[config.mk]
export PLATFORM = sky130hd
export DESIGN_NAME = pattern_lock_controller_top_flat
export DESIGN_NICKNAME = d
export VERILOG_FILES = /design/src/plc_pkg.sv /design/src/plc_ifs.sv /design/src/plc_cfg_regs.sv /design/src/plc_bank_mem.sv /design/src/pattern_lock_controller_top.sv /design/src/flat_wrapper.sv
export SDC_FILE = /design/constraint.sdc
export NUM_CORES = 1
export LEC_CHECK = 0
export ABC_AREA = 1
export BUFFER_PORTS_ARGS = -buffer_cell sky130_fd_sc_hd__clkbuf_2
export CORE_ASPECT_RATIO = 1.5
export CORE_UTILIZATION = 60
export DETAILED_ROUTE_END_ITERATION = 8
export PLACE_DENSITY = 0.79
export SYNTH_ARGS = -nofsm -noshare
export SYNTH_HDL_FRONTEND = slang
export SYNTH_SLANG_ARGS = --single-unit
[constraint.sdc]
create_clock -name i_clk -period 3.9 [get_ports i_clk]
set_clock_uncertainty 0.2 [all_clocks]
set_input_delay 0.39 -clock i_clk [delete_from_list [all_inputs] [get_ports i_clk]]
set_output_delay 0.39 -clock i_clk [all_outputs]
set_load 0.01 [all_outputs]
[src/plc_pkg.sv]
`timescale 1ns / 1ps
// ----------------------------------------------------------------------------
// plc_pkg
// Shared types and constants for the pattern lock controller.
// ----------------------------------------------------------------------------
package plc_pkg;

    localparam int OPCODE_W   = 2;
    localparam int DOT_W      = 8;
    localparam int MODE_W     = 3;
    localparam int FAIL_W     = 8;
    localparam int LIMIT_W    = 8;
    localparam int MIN_W      = 4;
    localparam int CFG_IDX_W  = 2;
    localparam int CFG_DATA_W = 8;

    typedef enum logic [MODE_W-1:0] {
        MODE_LOCKED      = 3'd0,
        MODE_UNLOCKED    = 3'd1,
        MODE_LOCKOUT     = 3'd2,
        MODE_REGISTERING = 3'd3,
        MODE_CONFIRMING  = 3'd4
    } t_mode;

    typedef enum logic [OPCODE_W-1:0] {
        OP_DOT      = 2'd0,
        OP_SET_MODE = 2'd1,
        OP_REINIT   = 2'd2,
        OP_NOP      = 2'd3
    } t_opcode;

    localparam logic [CFG_IDX_W-1:0] CFG_LOCKOUT_LIMIT = 2'd0;
    localparam logic [CFG_IDX_W-1:0] CFG_MIN_ENROLL    = 2'd1;

    localparam logic [LIMIT_W-1:0] LOCKOUT_LIMIT_RST = 8'd5;
    localparam logic [MIN_W-1:0]   MIN_ENROLL_RST    = 4'd4;
    localparam logic [FAIL_W-1:0]  FAIL_MAX          = 8'd255;

    localparam int INIT_LEN = 5;
    localparam logic [DOT_W-1:0] INIT_PATTERN [INIT_LEN] = '{8'd0, 8'd1, 8'd2, 8'd5, 8'd8};

endpackage

[src/plc_ifs.sv]
`timescale 1ns / 1ps
// ----------------------------------------------------------------------------
// plc_ifs
// Valid/ready channel interfaces: dot input, result output, config writes.
// ----------------------------------------------------------------------------
interface plc_in_if
    import plc_pkg::*;
();
    logic                valid;
    logic                ready;
    logic [OPCODE_W-1:0] opcode;
    logic [DOT_W-1:0]    dot;
    logic                last_dot;
    logic [MODE_W-1:0]   new_mode;

    modport source (output valid, opcode, dot, last_dot, new_mode, input ready);
    modport sink   (input valid, opcode, dot, last_dot, new_mode, output ready);
endinterface

interface plc_out_if
    import plc_pkg::*;
();
    logic              valid;
    logic              ready;
    logic              accepted;
    logic [MODE_W-1:0] mode;
    logic [FAIL_W-1:0] failure_count;
    logic              length_error;

    modport source (output valid, accepted, mode, failure_count, length_error, input ready);
    modport sink   (input valid, accepted, mode, failure_count, length_error, output ready);
endinterface

interface plc_cfg_if
    import plc_pkg::*;
();
    logic                  valid;
    logic                  ready;
    logic [CFG_IDX_W-1:0]  index;
    logic [CFG_DATA_W-1:0] data;

    modport source (output valid, index, data, input ready);
    modport sink   (input valid, index, data, output ready);
endinterface

[src/plc_cfg_regs.sv]
`timescale 1ns / 1ps
// ----------------------------------------------------------------------------
// plc_cfg_regs
// Configuration register file: lockout limit and minimum enroll length.
// ----------------------------------------------------------------------------
module plc_cfg_regs
    import plc_pkg::*;
(
    input  logic               i_clk,
    input  logic               i_rst_n,
    plc_cfg_if.sink            i_cfg,
    output logic [LIMIT_W-1:0] o_lockout_limit,
    output logic [MIN_W-1:0]   o_min_enroll
);

    logic [LIMIT_W-1:0] r_lockout_limit;
    logic [MIN_W-1:0]   r_min_enroll;

    assign i_cfg.ready = 1'b1;

    always_ff @(posedge i_clk) begin
        if (!i_rst_n) begin
            r_lockout_limit <= LOCKOUT_LIMIT_RST;
            r_min_enroll    <= MIN_ENROLL_RST;
        end else if (i_cfg.valid) begin
            case (i_cfg.index)
                CFG_LOCKOUT_LIMIT: r_lockout_limit <= i_cfg.data[LIMIT_W-1:0];
                CFG_MIN_ENROLL:    r_min_enroll    <= i_cfg.data[MIN_W-1:0];
                default: ;
            endcase
        end
    end

    assign o_lockout_limit = r_lockout_limit;
    assign o_min_enroll    = r_min_enroll;

endmodule

[src/plc_bank_mem.sv]
`timescale 1ns / 1ps
// ----------------------------------------------------------------------------
// plc_bank_mem
// Two pattern banks, one write and one registered read per cycle. Bank 0
// reads the factory pattern until an entry is overwritten.
// ----------------------------------------------------------------------------
module plc_bank_mem
    import plc_pkg::*;
#(
    parameter int MAX_DOTS = 9,
    parameter int DOT_BITS = 8,
    localparam int IDX_W   = $clog2(MAX_DOTS),
    localparam int INIT_N  = (MAX_DOTS < INIT_LEN) ? MAX_DOTS : INIT_LEN
) (
    input  logic                i_clk,
    input  logic                i_rst_n,
    input  logic                i_wr_en,
    input  logic                i_wr_bank,
    input  logic [IDX_W-1:0]    i_wr_idx,
    input  logic [DOT_BITS-1:0] i_wr_data,
    input  logic                i_rd_bank,
    input  logic [IDX_W-1:0]    i_rd_idx,
    output logic [DOT_BITS-1:0] o_rd_data
);

    logic [DOT_BITS-1:0] mem [2][MAX_DOTS];
    logic [INIT_N-1:0]   r_init_vld;
    logic [DOT_BITS-1:0] r_rd_data;
    logic                init_hit;
    logic [DOT_BITS-1:0] init_val;

    always_comb begin
        init_hit = 1'b0;
        init_val = '0;
        for (int i = 0; i < INIT_N; i++) begin
            if (!i_rd_bank && i_rd_idx == IDX_W'(i) && r_init_vld[i]) begin
                init_hit = 1'b1;
                init_val = INIT_PATTERN[i][DOT_BITS-1:0];
            end
        end
    end

    always_ff @(posedge i_clk) begin
        if (!i_rst_n) begin
            r_init_vld <= '1;
        end else begin
            for (int i = 0; i < INIT_N; i++) begin
                if (i_wr_en && !i_wr_bank && i_wr_idx == IDX_W'(i)) begin
                    r_init_vld[i] <= 1'b0;
                end
            end
        end
    end

    always_ff @(posedge i_clk) begin
        if (i_wr_en) begin
            mem[i_wr_bank][i_wr_idx] <= i_wr_data;
        end
        // write-first on a same-address collision
        if (i_wr_en && i_wr_bank == i_rd_bank && i_wr_idx == i_rd_idx) begin
            r_rd_data <= i_wr_data;
        end else if (init_hit) begin
            r_rd_data <= init_val;
        end else begin
            r_rd_data <= mem[i_rd_bank][i_rd_idx];
        end
    end

    assign o_rd_data = r_rd_data;

endmodule

[src/pattern_lock_controller_top.sv]
`timescale 1ns / 1ps
// ----------------------------------------------------------------------------
// pattern_lock_controller_top
// Pattern lock: per-dot compare or capture, decision on the last dot.
// Latency: a result is valid the cycle after its final item is accepted.
// Throughput: one item per cycle unless a pending result is held by o_out.ready;
//   the bank read for the next dot is prefetched from next-state position.
// Reset: synchronous active low; locked, zero failures, factory pattern
//   in bank 0, config registers to their defaults. No clearing pass.
// ----------------------------------------------------------------------------
module pattern_lock_controller_top
    import plc_pkg::*;
#(
    parameter int MAX_DOTS = 9,
    parameter int DOT_BITS = 8
) (
    input  logic      i_clk,
    input  logic      i_rst_n,
    plc_in_if.sink    i_in,
    plc_out_if.source o_out,
    plc_cfg_if.sink   i_cfg
);

    localparam int POS_W = $clog2(MAX_DOTS + 1);
    localparam int IDX_W = $clog2(MAX_DOTS);
    localparam logic [POS_W-1:0] POS_MAX  = POS_W'(MAX_DOTS);
    localparam logic [POS_W-1:0] INIT_LEN_P = POS_W'(INIT_LEN);

    logic [LIMIT_W-1:0] lockout_limit;
    logic [MIN_W-1:0]   min_enroll;

    // lock state
    t_mode              r_mode,     n_mode;
    logic [FAIL_W-1:0]  r_failures, n_failures;
    logic [POS_W-1:0]   r_len_a,    n_len_a;
    logic [POS_W-1:0]   r_len_b,    n_len_b;
    logic               r_sel,      n_sel;
    logic [POS_W-1:0]   r_pos,      n_pos;
    logic               r_mismatch, n_mismatch;
    logic               r_overflow, n_overflow;

    // result register
    logic               r_out_valid;
    logic               r_out_acc;
    t_mode              r_out_mode;
    logic [FAIL_W-1:0]  r_out_fail;
    logic               r_out_lerr;

    logic                take;
    logic                emit;
    logic                acc;
    logic                lerr;
    logic                wr_en;
    logic [IDX_W-1:0]    wr_idx;
    logic [DOT_BITS-1:0] dot_in;
    logic [DOT_BITS-1:0] rd_dot;
    logic                rd_bank;
    logic [IDX_W-1:0]    rd_idx;
    logic                held;
    logic [POS_W-1:0]    stored_len;
    logic [POS_W-1:0]    held_len;
    logic [POS_W-1:0]    ref_len;
    logic                in_range;
    logic                ovf;
    logic                mism;
    logic [POS_W-1:0]    pos1;
    logic [FAIL_W-1:0]   fail_inc;

    plc_cfg_regs u_cfg (
        .i_clk           (i_clk),
        .i_rst_n         (i_rst_n),
        .i_cfg           (i_cfg),
        .o_lockout_limit (lockout_limit),
        .o_min_enroll    (min_enroll)
    );

    plc_bank_mem #(
        .MAX_DOTS (MAX_DOTS),
        .DOT_BITS (DOT_BITS)
    ) u_mem (
        .i_clk     (i_clk),
        .i_rst_n   (i_rst_n),
        .i_wr_en   (wr_en),
        .i_wr_bank (held),
        .i_wr_idx  (wr_idx),
        .i_wr_data (dot_in),
        .i_rd_bank (rd_bank),
        .i_rd_idx  (rd_idx),
        .o_rd_data (rd_dot)
    );

    assign i_in.ready = !r_out_valid || o_out.ready;
    assign take       = i_in.valid && i_in.ready;

    assign held       = ~r_sel;
    assign stored_len = r_sel ? r_len_b : r_len_a;
    assign held_len   = r_sel ? r_len_a : r_len_b;
    assign ref_len    = (r_mode == MODE_CONFIRMING) ? held_len : stored_len;
    assign dot_in     = i_in.dot[DOT_BITS-1:0];
    assign in_range   = r_pos < POS_MAX;
    assign pos1       = in_range ? r_pos + POS_W'(1) : r_pos;
    assign wr_idx     = in_range ? r_pos[IDX_W-1:0] : '0;
    assign fail_inc   = (r_failures < FAIL_MAX) ? r_failures + FAIL_W'(1) : r_failures;

    always_comb begin
        n_mode     = r_mode;
        n_failures = r_failures;
        n_len_a    = r_len_a;
        n_len_b    = r_len_b;
        n_sel      = r_sel;
        n_pos      = r_pos;
        n_mismatch = r_mismatch;
        n_overflow = r_overflow;
        emit       = 1'b0;
        acc        = 1'b0;
        lerr       = 1'b0;
        wr_en      = 1'b0;
        ovf        = r_overflow || !in_range;
        mism       = r_mismatch;
        if (in_range && r_mode != MODE_REGISTERING &&
            (r_pos >= ref_len || rd_dot != dot_in)) begin
            mism = 1'b1;
        end

        if (take) begin
            case (t_opcode'(i_in.opcode))
                OP_SET_MODE: begin
                    if (i_in.new_mode <= MODE_CONFIRMING) begin
                        n_mode = t_mode'(i_in.new_mode);
                    end
                    n_pos      = '0;
                    n_mismatch = 1'b0;
                    n_overflow = 1'b0;
                    emit       = 1'b1;
                end
                OP_REINIT: begin
                    n_mode     = MODE_LOCKED;
                    n_failures = '0;
                    n_pos      = '0;
                    n_mismatch = 1'b0;
                    n_overflow = 1'b0;
                    emit       = 1'b1;
                end
                OP_DOT: begin
                    wr_en = in_range && r_mode == MODE_REGISTERING;
                    if (!i_in.last_dot) begin
                        n_pos      = pos1;
                        n_mismatch = mism;
                        n_overflow = ovf;
                    end else begin
                        emit       = 1'b1;
                        n_pos      = '0;
                        n_mismatch = 1'b0;
                        n_overflow = 1'b0;
                        if (ovf) begin
                            lerr = 1'b1;
                            if (r_mode == MODE_REGISTERING) begin
                                if (held) n_len_b = '0;
                                else      n_len_a = '0;
                            end
                        end else begin
                            case (r_mode)
                                MODE_LOCKED: begin
                                    if (!mism && pos1 == stored_len) begin
                                        n_mode     = MODE_UNLOCKED;
                                        n_failures = '0;
                                        acc        = 1'b1;
                                    end else begin
                                        n_failures = fail_inc;
                                        n_mode     = (fail_inc >= lockout_limit) ?
                                                     MODE_LOCKOUT : MODE_LOCKED;
                                    end
                                end
                                MODE_REGISTERING: begin
                                    if (32'(pos1) >= 32'(min_enroll)) begin
                                        if (held) n_len_b = pos1;
                                        else      n_len_a = pos1;
                                        n_mode = MODE_CONFIRMING;
                                        acc    = 1'b1;
                                    end else begin
                                        if (held) n_len_b = '0;
                                        else      n_len_a = '0;
                                    end
                                end
                                MODE_CONFIRMING: begin
                                    if (!mism && pos1 == held_len) begin
                                        n_sel  = held;
                                        n_mode = MODE_LOCKED;
                                        acc    = 1'b1;
                                    end else begin
                                        n_mode = MODE_REGISTERING;
                                    end
                                end
                                default: ;
                            endcase
                        end
                    end
                end
                default: ;
            endcase
        end
    end

    // prefetch the element the next dot compares against
    always_comb begin
        if (!i_rst_n) begin
            rd_bank = 1'b0;
            rd_idx  = '0;
        end else begin
            rd_bank = (n_mode == MODE_CONFIRMING) ? ~n_sel : n_sel;
            rd_idx  = (n_pos < POS_MAX) ? n_pos[IDX_W-1:0] : '0;
        end
    end

    always_ff @(posedge i_clk) begin
        if (!i_rst_n) begin
            r_mode      <= MODE_LOCKED;
            r_failures  <= '0;
            r_len_a     <= INIT_LEN_P;
            r_len_b     <= '0;
            r_sel       <= 1'b0;
            r_pos       <= '0;
            r_mismatch  <= 1'b0;
            r_overflow  <= 1'b0;
            r_out_valid <= 1'b0;
        end else begin
            r_mode     <= n_mode;
            r_failures <= n_failures;
            r_len_a    <= n_len_a;
            r_len_b    <= n_len_b;
            r_sel      <= n_sel;
            r_pos      <= n_pos;
            r_mismatch <= n_mismatch;
            r_overflow <= n_overflow;
            if (emit) begin
                r_out_valid <= 1'b1;
            end else if (o_out.ready) begin
                r_out_valid <= 1'b0;
            end
        end
    end

    always_ff @(posedge i_clk) begin
        if (emit) begin
            r_out_acc  <= acc;
            r_out_mode <= n_mode;
            r_out_fail <= n_failures;
            r_out_lerr <= lerr;
        end
    end

    assign o_out.valid         = r_out_valid;
    assign o_out.accepted      = r_out_acc;
    assign o_out.mode          = r_out_mode;
    assign o_out.failure_count = r_out_fail;
    assign o_out.length_error  = r_out_lerr;

endmodule
[src/flat_wrapper.sv]
// flat-port wrapper written by rule: the top's interface ports become plain ports
module pattern_lock_controller_top_flat import plc_pkg::*;
#(
    parameter int MAX_DOTS = 9,
    parameter int DOT_BITS = 8
)
  (i_clk, i_rst_n, i_in_valid, i_in_opcode, i_in_dot, i_in_last_dot, i_in_new_mode, i_in_ready, o_out_valid, o_out_accepted, o_out_mode, o_out_failure_count, o_out_length_error, o_out_ready, i_cfg_valid, i_cfg_index, i_cfg_data, i_cfg_ready);
  plc_in_if i_in_i ();
  plc_out_if o_out_i ();
  plc_cfg_if i_cfg_i ();
  input  logic i_clk;
  input  logic i_rst_n;
  input wire logic [$bits(i_in_i.valid)-1:0] i_in_valid;
  input wire logic [$bits(i_in_i.opcode)-1:0] i_in_opcode;
  input wire logic [$bits(i_in_i.dot)-1:0] i_in_dot;
  input wire logic [$bits(i_in_i.last_dot)-1:0] i_in_last_dot;
  input wire logic [$bits(i_in_i.new_mode)-1:0] i_in_new_mode;
  output wire logic [$bits(i_in_i.ready)-1:0] i_in_ready;
  output wire logic [$bits(o_out_i.valid)-1:0] o_out_valid;
  output wire logic [$bits(o_out_i.accepted)-1:0] o_out_accepted;
  output wire logic [$bits(o_out_i.mode)-1:0] o_out_mode;
  output wire logic [$bits(o_out_i.failure_count)-1:0] o_out_failure_count;
  output wire logic [$bits(o_out_i.length_error)-1:0] o_out_length_error;
  input wire logic [$bits(o_out_i.ready)-1:0] o_out_ready;
  input wire logic [$bits(i_cfg_i.valid)-1:0] i_cfg_valid;
  input wire logic [$bits(i_cfg_i.index)-1:0] i_cfg_index;
  input wire logic [$bits(i_cfg_i.data)-1:0] i_cfg_data;
  output wire logic [$bits(i_cfg_i.ready)-1:0] i_cfg_ready;
  assign i_in_i.valid = i_in_valid;
  assign i_in_i.opcode = i_in_opcode;
  assign i_in_i.dot = i_in_dot;
  assign i_in_i.last_dot = i_in_last_dot;
  assign i_in_i.new_mode = i_in_new_mode;
  assign i_in_ready = i_in_i.ready;
  assign o_out_valid = o_out_i.valid;
  assign o_out_accepted = o_out_i.accepted;
  assign o_out_mode = o_out_i.mode;
  assign o_out_failure_count = o_out_i.failure_count;
  assign o_out_length_error = o_out_i.length_error;
  assign o_out_i.ready = o_out_ready;
  assign i_cfg_i.valid = i_cfg_valid;
  assign i_cfg_i.index = i_cfg_index;
  assign i_cfg_i.data = i_cfg_data;
  assign i_cfg_ready = i_cfg_i.ready;
  pattern_lock_controller_top #(.MAX_DOTS(MAX_DOTS), .DOT_BITS(DOT_BITS)) u_core (.i_clk(i_clk), .i_rst_n(i_rst_n), .i_in(i_in_i), .o_out(o_out_i), .i_cfg(i_cfg_i));
endmodule
# After elaboration in Yosys (flattened, before gate mapping)

Memories as Yosys holds them, arrays and structs flattened.
Cells that the tools add are included.
Widths: inputs -> output; s select.

Memory bits (read-only): 0
Memories kept: 1
Bits in latches: 0
Bits in writable memories: 144
Flip-flop bits (word level): 65
Word-level logic and storage cells: 192

Memories:

| name             | words | width | read ports | clocked after Yosys merged registers in | wr ports | RTL line           | source |
|---|---|---|---|---|---|---|---|
| u_core.u_mem.mem | 2     | 72    | 1          | 0                                       | 1        | plc_bank_mem.sv:26 | `logic [DOT_BITS-1:0] mem [2][MAX_DOTS];` |

Eq/ne operators: 22
Shift-type cells: 0
$add $sub $neg: 2
Reduce and logical (&&, ||, !) cells: 47
Order comparisons: 10
Div/mod/pow operators: 0
$mul: 0
Bitwise operators: 7
Muxes and demuxes: 82

Operator list:

| kind                | count |
|---|---|
| $mux 8              | 14 |
| $mux 4              | 21 |
| $mux 72             | 1 |
| $bmux 8 s4          | 1 |
| $demux 8 s4         | 1 |
| $mux 1              | 28 |
| $logic_and 1x1->1   | 25 |
| $mux 3              | 6 |
| $pmux 3 s3          | 2 |
| $eq 4x2->1 const B  | 4 |
| $pmux 8 s2          | 1 |
| $eq 4x4->1          | 3 |
| $ge 5x5->1 const B  | 2 |
| $not 4->5           | 2 |
| $reduce_and 5->1    | 2 |
| $add 8x1->8 const B | 1 |
| $eq 4x1->1 const B  | 2 |
| $eq 4x3->1 const B  | 2 |
| $ge 4x4->1          | 2 |
| $ge 8x8->1          | 1 |
| $logic_not 4->1     | 2 |
| $lt 4x4->1 const B  | 2 |
| $lt 8x8->1 const B  | 1 |
| $ne 8x8->1          | 1 |
| 25 further kinds    | 43 |

# Logic depth before layout (Yosys ltp)

Gate-level depths: netlist of the first run.

Depth in word-level cells: 27
Gate-level depth with buffers: 33

# Modules after synthesis

Synthesis of the first run repeated with hierarchy kept, for this count alone.

Cell total of the unflattened synthesis: 1182
Area total of the unflattened synthesis: 10366.2 um^2

Modules (own cells, without submodules):

| module                      | seq. area each (um^2) | instances | area an instance (um^2) | cells an instance |
|---|---|---|---|---|
| plc_bank_mem                | 4584.4                | 1         | 6690.2                  | 625 |
| pattern_lock_controller_top | 930.9                 | 1         | 3141.8                  | 481 |
| plc_cfg_regs                | 240.2                 | 1         | 534.3                   | 76 |

# Worst setup path before layout of the first run

OpenSTA, ideal clock, no wires.

Kind: reg2reg
From: reg u_core.r_failures[3]
To: reg u_core.u_mem.r_rd_data[5], in the netlist u_core.u_mem.o_rd_data[5]
Required time: 3.587 ns
Cell stages (with the launch flop): 33
Slack: 0.324 ns
Buffers on the path: 2
Arrival time: 3.263 ns
Path through: dfxtp_1 > inv_1 > nor4_1 > nand2_1 > nor2_1 > nand2_1 > inv_1 > nor3_1 > nand2_1 > xor2_1 > ha_1 > nand2_1 > nor2_1 > nand4_1 > nand3_1 > nand2_1 > inv_1 > a21oi_1 > nand2_1 > nand2_1 > nand2_1 > nand2_2 > nand3_2 > nand2_4 > nand2_4 > buf_6 > buf_6 > nand2_1 > nand3_1 > nand4_1 > nand2_1 > nand3_1 > nand2_1

Word-level cells in the longest chain between the ends: 23
Elaborated cells between the ends (all ways): 41
Classes of those cells: 1 x add/sub; 2 x order compare; 2 x eq/ne; 22 x mux; 13 x reduce/logical; 1 x memory

RTL lines:

| item                                                 | RTL line                           | source |
|---|---|---|
| start, declared                                      | pattern_lock_controller_top.sv:34  | `logic [FAIL_W-1:0] r_failures, n_failures;` |
| start signal, assigned                               | pattern_lock_controller_top.sv:228 | `r_failures <= n_failures;` |
| $add 8x1->8 / $lt 8x8->1 (equally long branches)     | pattern_lock_controller_top.sv:103 | `assign fail_inc = (r_failures < FAIL_MAX) ? r_failures + FAIL_W'(1) : r_failures;` |
| $mux 8 (*)                                           | pattern_lock_controller_top.sv:103 |  |
| $ge 8x8->1 (*)                                       | pattern_lock_controller_top.sv:170 | `n_mode = (fail_inc >= lockout_limit) ?` |
| $mux 2 (*)                                           | pattern_lock_controller_top.sv:170 |  |
| $mux 3 (*)                                           | pattern_lock_controller_top.sv:164 | `if (!mism && pos1 == stored_len) begin` |
| $pmux 3 s3 (*)                                       | pattern_lock_controller_top.sv:162 | `case (r_mode)` |
| $mux 3 (*)                                           | pattern_lock_controller_top.sv:155 | `if (ovf) begin` |
| $mux 3 (*)                                           | pattern_lock_controller_top.sv:146 | `if (!i_in.last_dot) begin` |
| $pmux 3 s3 (*)                                       | pattern_lock_controller_top.sv:126 | `case (t_opcode'(i_in.opcode))` |
| $mux 3 (*)                                           | pattern_lock_controller_top.sv:125 | `if (take) begin` |
| $eq 3x3->1 (*)                                       | pattern_lock_controller_top.sv:210 | `rd_bank = (n_mode == MODE_CONFIRMING) ? ~n_sel : n_sel;` |
| $mux 1 (*)                                           | pattern_lock_controller_top.sv:210 |  |
| $mux 1 (*)                                           | pattern_lock_controller_top.sv:206 | `if (!i_rst_n) begin` |
| branches (longest 9 deep; another with $mem_v2 2x72) | --                                 |  |
| $mux 8 (*)                                           | plc_bank_mem.sv:60                 | `if (i_wr_en && i_wr_bank == i_rd_bank && i_wr_idx == i_rd_idx) begin` |
| end signal, assigned                                 | plc_bank_mem.sv:61                 | `r_rd_data <= i_wr_data;` |
| end signal, assigned                                 | plc_bank_mem.sv:63                 | `r_rd_data <= init_val;` |
| end signal, assigned                                 | plc_bank_mem.sv:65                 | `r_rd_data <= mem[i_rd_bank][i_rd_idx];` |
| end, declared                                        | plc_bank_mem.sv:28                 | `logic [DOT_BITS-1:0] r_rd_data;` |

Every way passes the cells marked *. The select of a mux whose other input is x is not followed.
A chain may end at the register's enable or synchronous reset.

# Final worst setup path of the first run

From: reg u_core.r_failures[5]
To: reg u_core.u_mem.r_rd_data[5], in the netlist u_core.u_mem.o_rd_data[5]

Same word-level chain as after synthesis.

==> results.json, run 1 <==
{
  "clkSlewWorstSetupHoldPaths_ns": 0.07,
  "drt-pass1-iter-count": 5,
  "total_leakage_power_nw": 5.085,
  "grt_first_pass_wirelength_mm": 40.57,
  "synth.ff_latch_count": 209,
  "n_fill_cell": 1102,
  "die_height_microns": 159.4,
  "via_count": 8220,
  "crit_path_max_incr_delay_ns": 0.34,
  "grtUsageMet3_pct": 3.889,
  "path_buf_inv": 4,
  "synth.net_count": 1124,
  "syn2layout_area_growth_pct": 20.10,
  "cts_made_buffers": 20,
  "setup_violations": 8,
  "root_buffer": "sky130_fd_sc_hd__clkbuf_16",
  "cap_viol_max_count": 0,
  "nets": 1248,
  "grt_use_met1_pct": 35.23,
  "antenna_cells": 0,
  "ant_nets": 0,
  "number_of_global_route_vias_before_repair": 8080,
  "cts_tree": "built",
  "synthCells": 1072,
  "fp.dieArea_sq_um": 17040,
  "vias_per_cell": 5.805,
  "chipWidth_microns": 106.9,
  "seq_area_frac_synth_pct": 58.10,
  "slew_headroom_pct": 43.59,
  "crit_top_cell": "sky130_fd_sc_hd__nand2_1",
  "worst_ep_arrival_time_ns": 4.32,
  "worstHoldPathType": "input pin to flip-flop",
  "grtUsageTotal_pct": 31.19,
  "timing.final.ws_setup_ns": -0.1778,
  "finalWirelength_mm": 26.56,
  "hpwlAfterDp_mm": 17.68,
  "max_freq_ghz": 0.2452,
  "tritoncts_num_sinks": 209,
  "synth_largest_type_area_fraction_pct": 47.59,
  "powerDensity_nw_per_um2": 396.0,
  "path_delay_family": "simple AND/OR/NAND/NOR gates",
  "top_usage_layer": "met2",
  "top_post_synthesis_cells_by_area": "sky130_fd_sc_hd__edfxtp_1 48%, sky130_fd_sc_hd__nand2_1 11%, sky130_fd_sc_hd__dfxtp_1 11%, sky130_fd_sc_hd__nand3_1 4.9%, sky130_fd_sc_hd__inv_1 4.7%",
  "synth_edf_count": 157,
  "worst-setup-path-type": "flip-flop to flip-flop",
  "worst-slew-pin-transition_ns": 0.8443,
  "avgSynthCellArea_sq_um": 9.240,
  "synth_cell_type_count": 41,
  "ys_async_sr_fraction_pct": 0,
  "finalWeightedCongestion": 0.9439,
  "synth-warning-count": 0,
  "core_region_area_sq_um": 16190,
  "total_power_mw": 4.711,
  "netlist_area_sq_um": 9906,
  "worstSetupStartpointType": "flip-flop",
  "grt_overflow": 0,
  "ioPinCount": 45,
  "post-route-period-util_pct": 104.6,
  "wl_per_cell_microns": 18.76,
  "htree_levels": 1,
  "timing.critical_path.slowest_stage_cell": "sky130_fd_sc_hd__dfxtp_2",
  "grt_max_degree": 27,
  "grt_setup_unrepaired": "yes",
  "clockBufferDepth": 3,
  "hold_viol": 0,
  "initial_antenna_violation_count": 0,
  "initial_standard_cell_utilization_of_the_core_pct": 61.19,
  "final_layout_size_suffix_gt1_share_pct": 19.26,
  "drc": 0,
  "insertion_delay_ns": 0.50,
  "outcome": "complete, but fails checks",
  "path_max_fanout": 6,
  "preCtsSetupSlack_ns": -0.1901,
  "groute.layer.met2.usage_pct": 56.04,
  "numPortBuffers": 43,
  "synth_flop_cell": "sky130_fd_sc_hd__edfxtp_1",
  "timing_max_transition_violations_final": 0,
  "fin_hold_ws_ns": 0.01776,
  "violations_in_the_final_reports": "negative setup slack",
  "critical_path.endpoint_type": "flip-flop",
  "power.ir.vdd_worst_mv": 0.4125,
  "detail_route.iter0.violations": 589,
  "finalCriticalPeriod_ns": 4.078,
  "row_count": 57,
  "netlist.top_cell.by_area": "sky130_fd_sc_hd__edfxtp_1",
  "required_time_of_the_critical_path_ns": 4.14
}
==> worst reg2reg max path: cells and delay by family, from the launching register on <==
kind                     cells  cell delay (ns)
flip-flops                   1             0.34
buffers and inverters        4             0.38
AND/OR/NAND/NOR             25             2.57
AO/OA/AOI/OAI                1             0.10
adder cells (fa/ha/maj)      1             0.26
XOR/XNOR                     1             0.20
==> cells in the mapped netlist, types with 2 or more instances <==
library cell and number:
sky130_fd_sc_hd__nand2_1 279, sky130_fd_sc_hd__edfxtp_1 157, sky130_fd_sc_hd__inv_1 125, sky130_fd_sc_hd__nand3_1 97
sky130_fd_sc_hd__nor2_1 79, sky130_fd_sc_hd__o21ai_0 57, sky130_fd_sc_hd__a21oi_1 52, sky130_fd_sc_hd__dfxtp_1 52
sky130_fd_sc_hd__ha_1 23, sky130_fd_sc_hd__a22oi_1 17, sky130_fd_sc_hd__nand4_1 16, sky130_fd_sc_hd__clkbuf_1 11
sky130_fd_sc_hd__nor3_1 11, sky130_fd_sc_hd__buf_2 8, sky130_fd_sc_hd__nand2_2 8, sky130_fd_sc_hd__nand3b_1 8
sky130_fd_sc_hd__o21ai_1 8, sky130_fd_sc_hd__buf_4 6, sky130_fd_sc_hd__nand2_4 6, sky130_fd_sc_hd__o211ai_1 6
sky130_fd_sc_hd__a31oi_1 5, sky130_fd_sc_hd__inv_2 5, sky130_fd_sc_hd__nor2_2 4, sky130_fd_sc_hd__xor2_1 4
sky130_fd_sc_hd__a221oi_1 3, sky130_fd_sc_hd__buf_6 3, sky130_fd_sc_hd__clkinv_1 3, sky130_fd_sc_hd__nor4_1 3
sky130_fd_sc_hd__a22oi_2 2, sky130_fd_sc_hd__nand3_2 2, sky130_fd_sc_hd__xnor2_1 2
==> report_power, final <==
| part | internal [mW] | switching (mW) | total, mW |
|---|---|---|---|
| registers | 2.41 | 0.0137 | 2.43 |
| clock network | 1.03 | 0.820 | 1.85 |
| logic | 0.161 | 0.270 | 0.431 |
| total | 3.61 | 1.10 | 4.71 |
==> cells in the final DEF (no fill, tap or decap), types with 3 or more instances in the layout <==
cell and n:
sky130_fd_sc_hd__nor3_1 8, sky130_fd_sc_hd__a31oi_1 5, sky130_fd_sc_hd__clkinv_2 3, sky130_fd_sc_hd__clkinvlp_4 3, sky130_fd_sc_hd__dlygate4sd3_1 9, sky130_fd_sc_hd__clkinv_1 4, sky130_fd_sc_hd__a221oi_1 3, sky130_fd_sc_hd__xor2_1 3
sky130_fd_sc_hd__nor2_2 13, sky130_fd_sc_hd__nand2_4 8, sky130_fd_sc_hd__o21ai_1 15, sky130_fd_sc_hd__ha_1 23, sky130_fd_sc_hd__edfxtp_1 157, sky130_fd_sc_hd__clkbuf_1 4, sky130_fd_sc_hd__nand3_1 88, sky130_fd_sc_hd__nand4_1 16
sky130_fd_sc_hd__buf_12 5, sky130_fd_sc_hd__nand3b_1 8, sky130_fd_sc_hd__o211ai_1 6, sky130_fd_sc_hd__dfxtp_2 4, sky130_fd_sc_hd__nand3_2 10, sky130_fd_sc_hd__o21ai_0 49, sky130_fd_sc_hd__nor2_1 69, sky130_fd_sc_hd__clkbuf_16 25
sky130_fd_sc_hd__inv_2 9, sky130_fd_sc_hd__nand2_1 267, sky130_fd_sc_hd__clkbuf_2 43, sky130_fd_sc_hd__dfxtp_1 48, sky130_fd_sc_hd__a21oi_2 4, sky130_fd_sc_hd__buf_4 67, sky130_fd_sc_hd__inv_1 120, sky130_fd_sc_hd__nand2_2 17
sky130_fd_sc_hd__a21oi_1 49, sky130_fd_sc_hd__a22oi_1 17
==> stage by stage <==
step                      instance area [sq um]  TNS [ns]  utilization, %  std cells
after global placement                    10770    -1.006           66.50       1357
after floorplan                            9906         0               -       1072
after detailed placement                  10770    -1.326           66.50       1357
after CTS                                 11600         0           71.67       1407
after global routing                      11900    -3.151           73.48       1416
final                                     11900    -1.022           73.48       1416
==> worst paths after layout <==
check | startpoint | endpoint | slack (ns) | depth (start not counted)
min reg2reg | u_core.u_cfg.o_min_enroll[1]$_SDFFE_PN0P_ | u_core.u_cfg.o_min_enroll[1]$_SDFFE_PN0P_ | 0.26 | 2
max reg2reg | u_core.r_failures[5]$_SDFF_PN0_ | u_core.u_mem.o_rd_data[5]$_DFF_P_ | -0.18 | 32
min | i_cfg_data[3] | u_core.u_cfg.o_lockout_limit[3]$_SDFFE_PN0P_ | 0.02 | 3
max | u_core.r_failures[5]$_SDFF_PN0_ | u_core.u_mem.o_rd_data[5]$_DFF_P_ | -0.18 | 32
==> sequential cells by signal, indices dropped and copies added (netlist names), 3 cells and up <==
register / flops
u_core.r_pos: 4
u_core.r_mode: 3
u_core.u_cfg.o_min_enroll: 4
u_core.r_failures: 8
u_core.r_len_b: 4
u_core.u_mem.o_rd_data: 8
u_core.r_len_a: 4
u_core.u_cfg.o_lockout_limit: 8
u_core.u_mem.r_init_vld: 5
u_core.u_mem.mem: 144
u_core.o_out.mode: 3
u_core.o_out.failure_count: 8
==> what timing repair did <==
item / in CTS / in global routing
endpoints found under the setup margin: 8 / 8
resized for setup: 22 / 51
pin swaps: 4 / 31
setup buffers: 4 / 6
hold buffers: 9 / 0
cloned: 1 / 4
endpoints found under the hold margin: 12 / 0
==> layout make-up <==
cell class,instances,area [sq um],share of cell area [%]
Sequential cell,209,5761,48.42
Multi-Input combinational cell,701,3686,30.98
Timing Repair Buffer,130,1047,8.803
Clock buffer,27,568.0,4.775
Inverter,134,518.0,4.354
Tap cell,206,257.7,2.167
Clock inverter,9,58.81,0.4943
==> logic make-up (layout without fill, tap and decap cells) <==
logic type	after synthesis	in the layout	synth area share (%)
AO/OA/AOI/OAI	156	156	8.956
buffers and inverters	162	300	6.720
AND/OR/NAND/NOR	515	515	22.75
other	1	1	0.03786
flip-flops	209	209	58.10
adder cells (fa/ha/maj)	23	23	2.905
XOR/XNOR	6	6	0.5305
==> metal layers <==
| layer | vias to the layer above | wire length [microns] | share of wire (%) |
|---|---|---|---|
| met3 | 116 | 1801 | 6.8 |
| met2 | 393 | 13860 | 52 |
| li1 | 3871 | - | - |
| met1 | 3840 | 9257 | 35 |
| met5 | - | 0 | 0 |
| met4 | 0 | 1642 | 6.2 |
Note: power is estimated with default switching activity, not from simulation.
==> run 2, diff against run 1 <==
GPL_ROUTABILITY_DRIVEN = 0   (was unset)
SETUP_SLACK_MARGIN = 0.2   (was unset)
==> run 2 against run 1 <==
The run still ends with negative setup slack left. Wire length increased by 6.3%. Count of clock-buffer cells in the layout unchanged. Non-clock buffer count increased by 3. Sequential power about the same. Core utilization increased by 1.6 points. Design area increased by 2.1%. Maximum frequency decreased by 2.3%. Critical path type unchanged.
==> results.json, run 2 (synthesis gave the netlist of run 1 again) <==
{
  "outcome": "complete, but fails checks",
  "violations_in_the_final_reports": "negative setup slack",
  "initial_standard_cell_utilization_of_the_core_pct": 61.19,
  "powerDensity_nw_per_um2": 395.2,
  "finalCriticalPeriod_ns": 4.175,
  "ioPinCount": 45,
  "via_count": 8491,
  "finalWirelength_mm": 28.24,
  "critical_path_endpoint": "u_core.u_mem.o_rd_data[7]$_DFF_P_",
  "slew_headroom_pct": 44.95,
  "max_flop_register": "u_core.u_mem.mem",
  "max_freq_ghz": 0.2395,
  "crit_top_cell": "sky130_fd_sc_hd__nand2_1",
  "tritoncts_num_sinks": 209,
  "root_buffer": "sky130_fd_sc_hd__clkbuf_16",
  "row_count": 57,
  "vias_per_cell": 5.992,
  "grt_overflow": 0,
  "numPlacedInstances": 1350,
  "final_instance_area_sq_um": 12150,
  "timing.critical_path.slowest_stage_cell": "sky130_fd_sc_hd__dfxtp_1",
  "crit_path_max_incr_delay_ns": 0.34,
  "final_layout_size_suffix_gt1_share_pct": 20.89,
  "r2r_cells": 31,
  "total_leakage_power_nw": 5.149,
  "detail_route.iter0.violations": 780,
  "drt-pass1-iter-count": 6,
  "cap_viol_max_count": 0,
  "path_max_fanout": 5,
  "required_time_of_the_critical_path_ns": 4.09,
  "grtUsageTotal_pct": 32.31,
  "timing.rr.start": "u_core.r_failures[1]$_SDFF_PN0_",
  "clkSlewWorstSetupHoldPaths_ns": 0.07,
  "worst-r2r-setup-slack_ns": -0.28,
  "numPortBuffers": 43,
  "timing_max_transition_violations_final": 0,
  "largest_register_ffs": 144,
  "fp.dieArea_sq_um": 17040,
  "worstHoldPathType": "input pin to flip-flop",
  "cts_made_buffers": 19,
  "number_of_global_route_vias_before_repair": 8317,
  "htree_levels": 1,
  "worstSetupStartpointType": "flip-flop",
  "drc": 0,
  "critical_path.endpoint_type": "flip-flop",
  "placed_cell_area_sq_um": 10730,
  "clockBufferDepth": 3,
  "ant_nets": 0,
  "timing.final.ws_setup_ns": -0.2750,
  "grt_max_degree": 27,
  "worst-slew-pin-transition_ns": 0.8227,
  "total_power_mw": 4.802,
  "wl_per_cell_microns": 19.93,
  "antenna_cells": 0,
  "timing.critical_path.depth": 31,
  "path_buf_inv": 6,
  "met2WireLength_mm": 14.75,
  "setup-tns-final_ns": -1.542,
  "reg2reg_to": "u_core.u_mem.o_rd_data[7]$_DFF_P_",
  "worst-setup-path-type": "flip-flop to flip-flop",
  "post-route-period-util_pct": 107.1,
  "die_height_microns": 159.4,
  "hpwlAfterDp_mm": 17.28,
  "core_region_area_sq_um": 16190,
  "layout_common_cells": "262 x sky130_fd_sc_hd__nand2_1, 157 x sky130_fd_sc_hd__edfxtp_1, 119 x sky130_fd_sc_hd__inv_1, 82 x sky130_fd_sc_hd__nand3_1, 72 x sky130_fd_sc_hd__nor2_1",
  "power.ir.vdd_worst_mv": 0.4330,
  "grt_setup_unrepaired": "yes",
  "chipWidth_microns": 106.9,
  "setup_violations": 8,
  "route.met3.wl_mm": 2.202,
  "layout_commonest_cell": "sky130_fd_sc_hd__nand2_1",
  "nets": 1250,
  "syn2layout_area_growth_pct": 22.67,
  "instances_no_fill": 1417,
  "post-route-util_pct": 75.06,
  "worst_ep_arrival_time_ns": 4.37,
  "path_delay_family": "simple AND/OR/NAND/NOR gates",
  "hold_viol": 0,
  "top_layer": "met4",
  "insertion_delay_ns": 0.50,
  "grt_first_pass_wirelength_mm": 41.97,
  "wirelength_met1_mm": 9.303,
  "initial_antenna_violation_count": 0,
  "cts_tree": "built",
  "crit_path_start": "u_core.r_failures[1]$_SDFF_PN0_"
}
[run 2: cell types whose count changed in the layout (fill, tap and decap cells not counted), moves of 3 or more]
cell	delta
sky130_fd_sc_hd__buf_4	-7
sky130_fd_sc_hd__nand3_1	-6
sky130_fd_sc_hd__clkbuf_16	-3
sky130_fd_sc_hd__nor2_1	+3
sky130_fd_sc_hd__nor2_2	-4
sky130_fd_sc_hd__buf_12	+4
sky130_fd_sc_hd__buf_16	+3
sky130_fd_sc_hd__nand2_1	-5
sky130_fd_sc_hd__nand2_2	+4
sky130_fd_sc_hd__nand3_2	+6
sky130_fd_sc_hd__clkbuf_8	+3
sky130_fd_sc_hd__o21ai_2	+4
[run 2: metal layers]
layer  track usage [%]  vias up
met2             57.62      517
li1                  -     3869
met5                 0        -
met3             4.421      153
met1             35.44     3952
met4             20.73        0
[run 2: how the worst min path moves through the flow]
stage                                              endpoint                                    startpoint  slack, ns  cells after the start
2_1_floorplan  u_core.u_cfg.o_lockout_limit[0]$_SDFFE_PN1P_  u_core.u_cfg.o_lockout_limit[0]$_SDFFE_PN1P_       0.23                      2
3_3_place_gp        u_core.u_mem.r_init_vld[1]$_SDFFE_PN1P_       u_core.u_mem.r_init_vld[1]$_SDFFE_PN1P_       0.25                      2
3_5_place_dp      u_core.u_cfg.o_min_enroll[1]$_SDFFE_PN0P_     u_core.u_cfg.o_min_enroll[1]$_SDFFE_PN0P_       0.25                      2
4_1_cts                     u_core.o_out.valid$_SDFFE_PN0P_                                   o_out_ready       0.02                      4
5_1_grt                     u_core.o_out.valid$_SDFFE_PN0P_                                   o_out_ready       0.03                      4
6_report                    u_core.o_out.valid$_SDFFE_PN0P_                                   o_out_ready       0.02                      4
[run 2: final cells by class]
| type | instances | area [sq um] |
|---|---|---|
| flip-flops and latches | 209 | 5759 |
| fillers | 1020 | 4038 |
| multi-input cells | 701 | 3815 |
| repair buffers | 133 | 1175 |
| clock buffers | 27 | 555.5 |
| inverters | 134 | 515.5 |
| well taps | 206 | 257.7 |
| clock inverters | 7 | 73.82 |
[run 2: repair_timing]
item | CTS | global route
buffers inserted | 9 | 5
setup endpoints to repair | 8 | 8
resized for setup | 35 | 65
gates cloned | 4 | 4
hold endpoints to repair | 16 | 0
hold buffers | 11 | 0
pin swaps | 25 | 42
[run 2: worst register-to-register path: cells and delay by family, from the launching register on]
kind | cells | cell delay [ns]
flip-flops | 1 | 0.34
adder cells (fa/ha/maj) | 1 | 0.33
buffers and inverters | 6 | 0.67
AND/OR/NAND/NOR | 22 | 2.36
AO/OA/AOI/OAI | 2 | 0.18
[run 2: power by group]
part           switching, mW  internal, mW
Sequential            0.0129          2.41
Combinational          0.295         0.198
Clock                  0.816          1.07
[run 2: metrics by stage]
stage          hold slack [ns]  setup slack [ns]
6_report               0.01834           -0.2750
5_1_grt                0.03385           -0.4921
4_1_cts                0.01553          0.003658
3_5_place_dp            0.2515           -0.1959
3_3_place_gp            0.2480           -0.1021
2_1_floorplan           0.2329            0.3243
==> run 3, diff against run 2 <==
PLACE_DENSITY = unset   (was 0.79)
PLACE_DENSITY_LB_ADDON = 0.05   (was unset)
==> run 3 against run 2 <==
Non-clock buffer count stayed put. Sequential cell count stayed put. Cell count stayed put. The run ends with negative hold slack, negative setup slack left. Die area stayed put. Critical endpoint is now u_core.u_mem.o_rd_data[1]$_DFF_P_.
==> results.json, run 3 (synthesis gave the netlist of run 1 again) <==
{
  "worst_ep_arrival_time_ns": 4.25,
  "clkSlewWorstSetupHoldPaths_ns": 0.07,
  "detail_route.iter0.violations": 489,
  "largest_register_ffs": 144,
  "worst-slew-pin-transition_ns": 0.8247,
  "timing_max_transition_violations_final": 0,
  "syn2layout_area_growth_pct": 21.66,
  "fp.dieArea_sq_um": 17040,
  "grtUsageTotal_pct": 31.35,
  "violations_in_the_final_reports": "negative hold slack, negative setup slack",
  "initial_antenna_violation_count": 0,
  "slew_headroom_pct": 44.90,
  "chipWidth_microns": 106.9,
  "antenna_cells": 0,
  "core_region_area_sq_um": 16190,
  "hold_viol": 1,
  "grt_first_pass_wirelength_mm": 40.47,
  "grt_max_degree": 27,
  "layout_commonest_cell": "sky130_fd_sc_hd__nand2_1",
  "power.ir.vdd_worst_mv": 0.3541,
  "worstSetupStartpointType": "flip-flop",
  "cts_made_buffers": 19,
  "wl_per_cell_microns": 19.05,
  "vias_per_cell": 5.769,
  "crit_top_cell": "sky130_fd_sc_hd__nand2_1",
  "number_of_global_route_vias_before_repair": 7881,
  "clockBufferDepth": 3,
  "insertion_delay_ns": 0.50,
  "grt_setup_unrepaired": "yes",
  "ioPinCount": 45,
  "finalCriticalPeriod_ns": 4.062,
  "final_layout_size_suffix_gt1_share_pct": 20.31,
  "via_count": 8175,
  "path_max_fanout": 5,
  "die_height_microns": 159.4,
  "root_buffer": "sky130_fd_sc_hd__clkbuf_16",
  "ff_latch_area_sq_um": 5761,
  "setup_violations": 8,
  "max_freq_ghz": 0.2462,
  "post-route-util_pct": 74.44,
  "cts_tree": "built",
  "max_flop_register": "u_core.u_mem.mem",
  "layout_common_cells": "265 x sky130_fd_sc_hd__nand2_1, 157 x sky130_fd_sc_hd__edfxtp_1, 118 x sky130_fd_sc_hd__inv_1, 88 x sky130_fd_sc_hd__nand3_1, 71 x sky130_fd_sc_hd__nor2_1",
  "total_leakage_power_nw": 5.112,
  "fin_hold_ws_ns": -0.001676,
  "preCtsSetupSlack_ns": -0.1961,
  "multi_input_comb_area_sq_um": 3782,
  "placed_cell_area_sq_um": 10680,
  "critical_path.endpoint_type": "flip-flop",
  "outcome": "complete, but fails checks",
  "final_instance_area_sq_um": 12050,
  "nets": 1250,
  "row_count": 57,
  "hpwlAfterDp_mm": 17.43,
  "post-route-period-util_pct": 104.2,
  "numPortBuffers": 43,
  "crit_path_max_incr_delay_ns": 0.36,
  "powerDensity_nw_per_um2": 390.6,
  "n_fill_cell": 1159,
  "tritoncts_num_sinks": 209,
  "worstHoldPathType": "input pin to flip-flop",
  "ant_nets": 0,
  "required_time_of_the_critical_path_ns": 4.08,
  "drt-pass1-iter-count": 7,
  "drc": 0,
  "grt_overflow": 0,
  "worst-setup-path-type": "flip-flop to flip-flop",
  "timing.final.ws_setup_ns": -0.1621,
  "initial_standard_cell_utilization_of_the_core_pct": 61.19,
  "cap_viol_max_count": 0,
  "htree_levels": 1,
  "finalWirelength_mm": 26.99,
  "timing.critical_path.slowest_stage_cell": "sky130_fd_sc_hd__dfxtp_2"
}
-- run 3: worst paths after layout --
path | startpoint | to | slack (ns) | cells past startpoint
min reg2reg | u_core.u_mem.r_init_vld[1]$_SDFFE_PN1P_ | u_core.u_mem.r_init_vld[1]$_SDFFE_PN1P_ | 0.26 | 2
max reg2reg | u_core.r_failures[3]$_SDFF_PN0_ | u_core.u_mem.o_rd_data[1]$_DFF_P_ | -0.16 | 31
min | i_cfg_data[6] | u_core.u_cfg.o_lockout_limit[6]$_SDFFE_PN0P_ | -0.002 | 3
max | u_core.r_failures[3]$_SDFF_PN0_ | u_core.u_mem.o_rd_data[1]$_DFF_P_ | -0.16 | 31
-- run 3: timing repair --
item,4_1_cts,5_1_grt
gates resized for setup,65,35
hold endpoints to repair,11,1
pin swaps,34,19
hold buffers,7,1
setup buffers,18,7
endpoints found under the setup margin,8,8
gates cloned,4,2
-- run 3: report_power, final --
group / switching, mW / internal (mW) / total (mW)
combinational: 0.282 / 0.190 / 0.472
sequential: 0.0124 / 2.41 / 2.42
clock: 0.808 / 1.00 / 1.81
-- run 3: metrics by stage --
stage          setup TNS (ns)  std cells  total power, mW  hold slack (ns)
4_1_cts                     0       1407            4.689        0.0002885
2_1_floorplan               0       1072            2.690           0.2329
6_report               -1.100       1417            4.708        -0.001676
3_3_place_gp         -0.02519       1344            2.827           0.2444
5_1_grt                -3.760       1417            4.845          0.02138
3_5_place_dp           -1.275       1344            2.832           0.2509
-- run 3: area by class of cell --
class / instances / share of cell area (%)
timing repair buffer: 133 / 9.396
tap: 206 / 2.139
inverter: 134 / 4.319
sequential: 209 / 47.80
multi-input combinational: 701 / 31.38
clock buffer: 25 / 4.215
clock inverter: 9 / 0.7475
-- run 3: layer usage --
metal | GRT usage (%) | share of wire, % | wire (microns)
met5 | 0 | 0 | 0
met4 | 16.81 | 5.8 | 1573
met3 | 3.889 | 6.5 | 1757
met2 | 57.16 | 53 | 14250
met1 | 34.95 | 35 | 9410
-- run 3: worst max-delay path: cells and delay by family, from the launching register on --
family / cells / cell delay [ns]
and+or+nand+nor: 20 / 2.01
buffers and inverters: 6 / 0.54
AOI/OAI and AO/OA: 4 / 0.54
DFF: 1 / 0.36
adders and majority gates: 1 / 0.30
